`src/hdl/vtpt_pkg.sv`:
```
// Shared constants, types and a helper function for the voltage to pot tap converter.
package vtpt_pkg;

    // Field and register widths
    localparam int CV_W     = 16;
    localparam int BASE_W   = 11;
    localparam int GAIN_W   = 19;
    localparam int OFFSET_W = 14;
    localparam int TAP_W    = 7;
    localparam int CFG_IDX_W  = 2;
    localparam int CFG_DATA_W = 19;

    // Register indexes on the configuration channel
    localparam logic [CFG_IDX_W-1:0] REG_BASE_MV    = 2'd0;
    localparam logic [CFG_IDX_W-1:0] REG_FIT_GAIN   = 2'd1;
    localparam logic [CFG_IDX_W-1:0] REG_TAP_OFFSET = 2'd2;

    // Reset values of the calibration registers
    localparam logic [BASE_W-1:0]   BASE_MV_RST    = 11'd400;
    localparam logic [GAIN_W-1:0]   FIT_GAIN_RST   = 19'd100000;
    localparam logic [OFFSET_W-1:0] TAP_OFFSET_RST = 14'd0;

    // Request clamp limits in centivolts
    localparam logic [CV_W-1:0] CV_MIN = 16'd1;
    localparam logic [CV_W-1:0] CV_MAX = 16'd550;

    // Millivolts (5500 max) and the divider geometry
    localparam int MV_W        = 13;
    localparam int NUM_W       = 32;
    localparam int QUOT_W      = 30;
    localparam int BITS_PER_ST = 4;
    localparam int DIV_STAGES  = NUM_W / BITS_PER_ST;

    // Gain times 1000 fits in 29 bits
    localparam int GAIN_K_W = 29;

    // Output scaling
    localparam logic [TAP_W-1:0] TAP_MAX   = 7'd127;
    localparam logic [9:0]       MILLI     = 10'd1000;
    localparam logic [QUOT_W-1:0] HALF_MILLI = 30'd500;
    // Rounded tap reaches TAP_MAX + 1 once offset-corrected value plus half hits this
    localparam logic [QUOT_W-1:0] SAT_LIMIT  = 30'd128000;
    // Divide-by-1000 by reciprocal: x * RECIP >> RECIP_SH, exact for x < 131072
    localparam int X_W      = 17;
    localparam int RECIP_W  = 18;
    localparam int PROD_W   = X_W + RECIP_W;
    localparam int RECIP_SH = 27;
    localparam logic [RECIP_W-1:0] RECIP = 18'd134218;

    // One divider pipeline stage
    typedef struct packed {
        logic            at_max;
        logic [MV_W-1:0] dvs;
        logic [MV_W-1:0] rem;
        logic [NUM_W-1:0] nq;
    } div_stage_t;

    // Run BITS_PER_ST restoring-division steps: numerator bits leave the top of nq,
    // quotient bits enter at the bottom
    function automatic div_stage_t div_step(input div_stage_t st_in);
        div_stage_t    st;
        logic [MV_W:0] rs;
        st = st_in;
        for (int k = 0; k < BITS_PER_ST; k++) begin
            rs = {st.rem, st.nq[NUM_W-1]};
            if (rs >= {1'b0, st.dvs}) begin
                st.rem = MV_W'(rs - {1'b0, st.dvs});
                st.nq  = {st.nq[NUM_W-2:0], 1'b1};
            end else begin
                st.rem = rs[MV_W-1:0];
                st.nq  = {st.nq[NUM_W-2:0], 1'b0};
            end
        end
        return st;
    endfunction

endpackage

```
`src/hdl/voltage_to_pot_tap_unit.sv`:
```
// Top level of the voltage to pot tap converter: a fully pipelined datapath.
//
// Converts a requested supply voltage in centivolts (clamped to 1..550) into a
// 7-bit potentiometer tap code from the calibration registers base_millivolts,
// fit_gain and tap_offset_milli. The block takes one item per clock while the
// output does not stall, and presents its tap through thirteen register stages,
// the first loaded at acceptance: two front stages (clamp and scaling,
// numerator forming), eight divider stages of four quotient bits each, and
// three back stages (offset and rounding, reciprocal multiply, output register).
// The pipeline advances as a whole whenever the output register is empty or
// being taken, so s_tready drops only while a result waits at the output.
// Calibration registers are written on the cfg channel, which is always ready;
// write them only while no item is in flight. Unknown register indexes are ignored.
module voltage_to_pot_tap_unit
    import vtpt_pkg::*;
(
    input  logic                  aclk,
    input  logic                  aresetn,
    // Request channel
    input  logic                  s_tvalid,
    output logic                  s_tready,
    input  logic [15:0]           s_tdata,    // [15:0] target_centivolts
    // Result channel
    output logic                  m_tvalid,
    input  logic                  m_tready,
    output logic [7:0]            m_tdata,    // [6:0] tap_value, [7] zero
    // Configuration write channel
    input  logic                  cfg_valid,
    output logic                  cfg_ready,
    input  logic [CFG_IDX_W-1:0]  cfg_index,
    input  logic [CFG_DATA_W-1:0] cfg_data
);

    // Calibration registers
    logic [BASE_W-1:0]   base_mv_reg;
    logic [GAIN_W-1:0]   fit_gain_reg;
    logic [OFFSET_W-1:0] tap_offset_reg;

    // Pipeline advance
    logic adv;

    // Stage A: clamp, scale, compare with base
    logic                a_valid_reg;
    logic                a_max_reg;
    logic [MV_W-1:0]     a_excess_reg;
    logic [GAIN_K_W-1:0] a_gain_k_reg;
    logic [CV_W-1:0]     cv_clamp;
    logic [MV_W-1:0]     mv_next;

    // Divider stages; index 0 is the loaded numerator
    logic [DIV_STAGES:0] dv_valid_reg;
    div_stage_t          dv_reg [0:DIV_STAGES];
    div_stage_t          dv_next [0:DIV_STAGES];

    // Stage P1: offset, rounding, saturation check
    logic             p1_valid_reg;
    logic             p1_max_reg;
    logic             p1_zero_reg;
    logic             p1_sat_reg;
    logic [X_W-1:0]   p1_x_reg;
    logic [QUOT_W-1:0] quot;
    logic [QUOT_W-1:0] x_next;

    // Stage P2: reciprocal multiply
    logic              p2_valid_reg;
    logic              p2_max_reg;
    logic              p2_zero_reg;
    logic              p2_sat_reg;
    logic [PROD_W-1:0] p2_prod_reg;

    // Output register
    logic             m_tvalid_reg;
    logic [TAP_W-1:0] tap_reg;
    logic [TAP_W-1:0] tap_next;

    assign adv       = !m_tvalid_reg || m_tready;
    assign s_tready  = adv;
    assign cfg_ready = 1'b1;
    assign m_tvalid  = m_tvalid_reg;
    assign m_tdata   = {1'b0, tap_reg};

    // Write calibration registers; drop unknown indexes
    always_ff @(posedge aclk) begin
        if (!aresetn) begin
            base_mv_reg    <= BASE_MV_RST;
            fit_gain_reg   <= FIT_GAIN_RST;
            tap_offset_reg <= TAP_OFFSET_RST;
        end else if (cfg_valid && cfg_ready) begin
            case (cfg_index)
                REG_BASE_MV:    base_mv_reg    <= cfg_data[BASE_W-1:0];
                REG_FIT_GAIN:   fit_gain_reg   <= cfg_data[GAIN_W-1:0];
                REG_TAP_OFFSET: tap_offset_reg <= cfg_data[OFFSET_W-1:0];
                default: ;
            endcase
        end
    end

    // Clamp the request and scale to millivolts (times 8 plus times 2)
    always_comb begin
        if (s_tdata < CV_MIN) begin
            cv_clamp = CV_MIN;
        end else if (s_tdata > CV_MAX) begin
            cv_clamp = CV_MAX;
        end else begin
            cv_clamp = s_tdata;
        end
        mv_next = MV_W'({cv_clamp, 3'b000}) + MV_W'({cv_clamp, 1'b0});
    end

    // Divider recurrence between stages
    always_comb begin
        dv_next[0] = dv_reg[0];
        for (int i = 0; i < DIV_STAGES; i++) begin
            dv_next[i+1] = div_step(dv_reg[i]);
        end
    end

    // Offset-corrected, half-rounded milli-taps
    assign quot   = dv_reg[DIV_STAGES].nq[QUOT_W-1:0];
    assign x_next = quot - QUOT_W'(tap_offset_reg) + HALF_MILLI;

    // Final tap selection; an offset that swallows the milli-taps wins over saturation
    always_comb begin
        if (p2_max_reg) begin
            tap_next = TAP_MAX;
        end else if (p2_zero_reg) begin
            tap_next = '0;
        end else if (p2_sat_reg) begin
            tap_next = TAP_MAX;
        end else begin
            tap_next = p2_prod_reg[RECIP_SH +: TAP_W];
        end
    end

    // Valid bits travel with the data
    always_ff @(posedge aclk) begin
        if (!aresetn) begin
            a_valid_reg  <= 1'b0;
            dv_valid_reg <= '0;
            p1_valid_reg <= 1'b0;
            p2_valid_reg <= 1'b0;
            m_tvalid_reg <= 1'b0;
        end else if (adv) begin
            a_valid_reg  <= s_tvalid;
            dv_valid_reg <= {dv_valid_reg[DIV_STAGES-1:0], a_valid_reg};
            p1_valid_reg <= dv_valid_reg[DIV_STAGES];
            p2_valid_reg <= p1_valid_reg;
            m_tvalid_reg <= p2_valid_reg;
        end
    end

    // Payload registers; hold everything on a stall
    always_ff @(posedge aclk) begin
        if (adv) begin
            // Stage A
            a_max_reg    <= (mv_next <= MV_W'(base_mv_reg));
            a_excess_reg <= mv_next - MV_W'(base_mv_reg);
            a_gain_k_reg <= GAIN_K_W'(fit_gain_reg) * GAIN_K_W'(MILLI);
            // Load the numerator with half the divisor for rounding
            dv_reg[0].at_max <= a_max_reg;
            dv_reg[0].dvs    <= a_excess_reg;
            dv_reg[0].rem    <= '0;
            dv_reg[0].nq     <= NUM_W'(a_gain_k_reg) + NUM_W'(a_excess_reg >> 1);
            // Advance the divider
            for (int i = 1; i <= DIV_STAGES; i++) begin
                dv_reg[i] <= dv_next[i];
            end
            // Stage P1
            p1_max_reg  <= dv_reg[DIV_STAGES].at_max;
            p1_zero_reg <= (quot <= QUOT_W'(tap_offset_reg));
            p1_sat_reg  <= (x_next >= SAT_LIMIT);
            p1_x_reg    <= x_next[X_W-1:0];
            // Stage P2
            p2_max_reg  <= p1_max_reg;
            p2_zero_reg <= p1_zero_reg;
            p2_sat_reg  <= p1_sat_reg;
            p2_prod_reg <= PROD_W'(p1_x_reg) * PROD_W'(RECIP);
            // Output
            tap_reg <= tap_next;
        end
    end

endmodule
```
`config.mk`:
```
export PLATFORM = sky130hd
export DESIGN_NAME = voltage_to_pot_tap_unit
export DESIGN_NICKNAME = d
export VERILOG_FILES = /design/src/hdl/vtpt_pkg.sv /design/src/hdl/voltage_to_pot_tap_unit.sv
export SDC_FILE = /design/constraint.sdc
export NUM_CORES = 2
export LEC_CHECK = 0
export ABC_AREA = 0
export BUFFER_PORTS_ARGS = -buffer_cell sky130_fd_sc_hd__buf_2
export CORE_MARGIN = 2
export CORE_UTILIZATION = 55
export CTS_BUF_LIST = sky130_fd_sc_hd__clkbuf_16
export DETAILED_ROUTE_END_ITERATION = 10
export GPL_TIMING_DRIVEN = 0
export PLACE_DENSITY = 0.71
export SYNTH_ARGS = -nofsm -noshare
export SYNTH_HDL_FRONTEND = slang
export SYNTH_SLANG_ARGS = --single-unit
```
`constraint.sdc`:
```
create_clock -name aclk -period 44 [get_ports aclk]
set_clock_uncertainty 0.2 [all_clocks]
set_input_delay 6.6 -clock aclk [delete_from_list [all_inputs] [get_ports aclk]]
set_output_delay 6.6 -clock aclk [all_outputs]
set_load 0.01 [all_outputs]
```
# --- Word level (Yosys, flattened, before mapping) ---
# Memory sizes are Yosys's and may differ from the RTL's.
# Index checks and enable logic that the tools add are counted.
classes:
  mul: 2
  muxes: 38
  order_cmp: 37
  n_addsub: 37
  n_reduce_logical: 6
  shift: 0
  eq_ne: 2
  bitwise: 0
  div: 0
op_table:
  columns: ["op", "count"]
  rows:
  - ["45-bit two-way mux", 32]
  - ["14-bit by 13-bit >= comparator with 1-bit output", 32]
  - ["13-bit subtractor", 32]
  - ["17-bit by 17-bit multiplier with 33-bit output, second input constant", 1]
  - ["29-bit by 12-bit adder with 30-bit output", 1]
  - ["30-bit by 9-bit adder with 30-bit output, second input constant", 1]
  - ["30-bit by 17-bit >= comparator with 1-bit output, second input constant", 1]
  - ["30-bit by 14-bit less-or-equal comparator with 1-bit output", 1]
  - ["30-bit by 14-bit subtractor with 30-bit output", 1]
  - ["19-bit by 7-bit multiplier with 26-bit output, second input constant", 1]
  - ["12-bit two-way mux", 2]
  - ["16-bit by 10-bit > comparator with 1-bit output, second input constant", 1]
  - ["16-bit by 1-bit less-than comparator with 1-bit output, second input constant", 1]
  - ["7-bit two-way mux", 2]
  - ["13-bit adder", 1]
  - ["13-bit by 11-bit less-or-equal comparator with 1-bit output", 1]
  - ["13-bit by 11-bit subtractor with 13-bit output", 1]
  - ["2-bit AND reduction", 3]
  - ["2-bit by 1-bit equality test with 1-bit output, second input constant", 1]
  - ["2-bit equality test, second input constant", 1]
  - ["2-bit logical NOT", 1]
  - ["1-bit two-way mux", 2]
  - ["1-bit logical NOT", 1]
  - ["1-bit logical OR", 1]
word_totals:
  latchBits: 0
  mem_bits_ro: 0
  out_inout_bits: 11
  n_memories: 1
  ramBits: 531
  in_bits: 42
  register_bits: 160
memory_table:
  columns: ["memory", "depth", "width", "read_ports", "rd_clocked_by_memory_dff", "write_ports", "line_no", "rtl"]
  rows:
  - ["dv_reg", 9, 59, 9, 0, 9, "voltage_to_pot_tap_unit.sv:52", "div_stage_t dv_reg [0:DIV_STAGES];"]

# --- Logic depth before layout (Yosys ltp) ---
# An unclocked memory read counts as a cell.
depth:
  word_depth: 9
  mapped_depth: 50

# --- Worst setup path before layout ---
# Ideal clock, no wire load.
synth_timing:
  path_kind: "input-to-output"
  start: "in m_tready"
  end: "out s_tready"
  path_stages: 3
  setup_slack_ns: 15.966
  required_time_ns: 37.200
  t_arrival_ns: 21.234
  path_buffers: 1
  cell_sequence: "nor2b_1 inv_1 clkbuf_1"
synth_between:
  elab_chain_len: 1
synth_lines:
  columns: ["item", "line_no", "rtl"]
  rows:
  - ["start: declaration", "voltage_to_pot_tap_unit.sv:25", "input logic m_tready,"]
  - ["1-bit logical OR", "voltage_to_pot_tap_unit.sv:76", "assign adv = !m_tvalid_reg || m_tready;"]
  - ["end: declaration", "voltage_to_pot_tap_unit.sv:21", "output logic s_tready,"]
# No other way between the ends.

# --- Worst setup path after layout ---
# Ends and elaborated chain as after synthesis.

==> impl_metrics.json <==
{
  "drtIter0Drc": 2703,
  "antenna_found_initial": 0,
  "critPathTopFamily": "buffers and inverters",
  "fp.dieW_microns": 305,
  "period_share_pct": 36.0,
  "syn-cell-area_sq_um": 49800,
  "cts_setup_buffers": 0,
  "area_delta_synth_final_pct": 8.28,
  "core_area_sq_um": 89900,
  "cts_tree": "built",
  "synth-async-reset-ratio_pct": 0,
  "yosysTopAreaCellShare_pct": 31.8,
  "cap_violations": 0,
  "synth_top_area_cell": "edfxtp_1",
  "hp-class": "flip-flop to flip-flop",
  "crit_top_cell": "buf_16",
  "drc": 0,
  "slew_violations": 0,
  "nets": 5964,
  "max_freq_ghz": 0.0631,
  "critical_path.slowest_cell": "clkbuf_4",
  "largest_register_ffs": 450,
  "setup-tns-final_ns": 0,
  "overflow": 0,
  "synth_ff_type": "edfxtp_1",
  "ant_nets": 0,
  "critical-path-max-stage-delay_ns": 0.53,
  "rows": 110,
  "wl_per_cell_microns": 17.6,
  "startpoint_type": "primary input",
  "htreeDepth": 3,
  "cts_root_buf": "clkbuf_16",
  "synth-edff-count": 527,
  "pre_cts_slack_ns": 28.11,
  "critPathKind": "primary input to output pin",
  "ys_ff_latch": 584,
  "critPathBufInv": 8,
  "drive_gt1_share_pct": 7.40,
  "routed_wl_microns": 111000,
  "status": "finished, final reports clean",
  "worstPathRequired_ns": 37.20,
  "grt_first_pass_wirelength_microns": 180000,
  "fin_crit_ns": 15.84,
  "ys_seq_area_share_pct": 34.1,
  "grt_pass1_vias": 35000,
  "path_clk_slew_ns": 0.06,
  "setup_ws_ns": 28.16,
  "synthTopCellsByArea": "edfxtp_1, ha_1, fa_1",
  "postCtsHoldBufs": 0,
  "hold_viol_final": 0,
  "synth_area_per_cell_sq_um": 10.1,
  "cts.repair.resized": 0,
  "vias": 36800,
  "endpoint_kind": "output pin",
  "initial_core_util_pct": 55.4,
  "max_slew_margin_pct": 37.7,
  "drt-pass1-iter-count": 6,
  "die_h_microns": 305,
  "clock_path_buffers": 3,
  "die_area_sq_um": 93000,
  "gp_congestion": 0.907,
  "pin_count": 53,
  "dp_hpwl_microns": 88700,
  "numClockSinks": 584,
  "post_drt_via_cell_ratio": 5.83,
  "ys_warn_count": 0,
  "fin_worst_hold_slack_ns": 0.209,
  "clk_latency_ns": 0.62,
  "setup_violations": 0,
  "tightest_slew_ns": 0.925,
  "crit_fanout": 66,
  "grt.total_usage_pct": 23.7,
  "grt_max_degree": 71,
  "grt_setup_unrepaired": "no",
  "synth.distinct_cells": 86,
  "crit_chain": "buf_2 > nor2b_1 > inv_1 > clkbuf_4 > buf_12 > buf_16 > buf_16 > buf_16 > buf_2",
  "portBuffers": 49,
  "synthCells": 4957,
  "worstPathArrival_ns": 9.04,
  "cts_buffers": 68
}
## through the flow
step,cell area [sq um],std cells,utilization [%]
after floorplan,49800,4963,-
after global placement,51600,6188,57.4
after detailed placement,51800,6196,57.6
after CTS,53900,6313,60.0
after global routing,53900,6313,60.0
final,53900,6314,60.0
## path summary, 6_finish.rpt
check / end / depth (start not counted) / slack, ns / startpoint
max: s_tready / 9 / 28.16 / m_tready
min: dv_reg[0][88] / 0 / 0.21 / dv_reg[0][25]
max reg2reg: dv_reg[0][278] / 43 / 30.81 / dv_reg[0][223]
min reg2reg: dv_reg[0][88] / 0 / 0.21 / dv_reg[0][25]
## Yosys cell counts (all sizes together), types with 31 or more instances
library cell	number
clkbuf	48
nand3	79
a21oi	346
o31ai	31
inv	477
nand2b	78
fa	144
mux2	159
o211ai	32
a21o	121
ha	688
a21boi	78
o21a	74
o21ai	239
dfxtp	57
a211oi	37
and3	35
mux2i	45
xor2	136
nor2	298
nand4	86
nor3	90
xnor2	227
nand2	339
nor2b	69
o21bai	46
edfxtp	527
## layout by cell type (no fill, tap or decap), types with 46 or more instances in the layout
| cell | count |
|---|---|
| ha_1 | 688 |
| edfxtp_1 | 527 |
| inv_1 | 489 |
| a21oi_1 | 345 |
| nand2_1 | 339 |
| nor2_1 | 296 |
| o21ai_0 | 237 |
| xnor2_1 | 227 |
| mux2_2 | 149 |
| fa_1 | 144 |
| xor2_1 | 136 |
| a21o_1 | 121 |
| nor3_1 | 89 |
| nand4_1 | 86 |
| nand3_1 | 79 |
| nand2b_1 | 78 |
| a21boi_0 | 78 |
| o21a_1 | 74 |
| clkbuf_16 | 71 |
| nor2b_1 | 69 |
| buf_2 | 57 |
| dfxtp_1 | 57 |
| clkbuf_1 | 47 |
| o21bai_1 | 46 |
## area by class of cell
class	instances	area (sq um)
antenna	1	2.50
buffer	68	292
clock buffer	71	1780
clock inverter	46	392
fill	7489	35900
inverter	478	1800
multi-input combinational	3833	30800
sequential	584	17000
tap	1176	1470
timing repair buffer	57	458
## metal layers
layer | up-vias | wire length [microns] | track usage [%] | share of wire (%)
met3 | 145 | 5510 | 2.81 | 5.0
met2 | 839 | 51000 | 38.8 | 46
li1 | 18400 | - | - | -
met5 | - | 0 | 0 | 0
met4 | 0 | 2470 | 6.41 | 2.2
met1 | 17400 | 52100 | 33.4 | 47
## cell families (layout without fill, tap and decap cells)
| family | Yosys count | after routing | share of synthesized area (%) |
|---|---|---|---|
| flops | 584 | 584 | 34.1 |
| fa+ha+maj | 832 | 832 | 23.1 |
| compound gates | 1208 | 1208 | 15.8 |
| xor+xnor | 363 | 363 | 6.38 |
| simple gates | 1218 | 1218 | 11.9 |
| other cells | 2 | 9 | 0.0151 |
| buf+inv | 546 | 720 | 4.19 |
| mux | 204 | 204 | 4.57 |
Power is left out: the tool's default activity adds up to more than one toggle a clock period on the data nets, which glitch-free logic cannot reach.
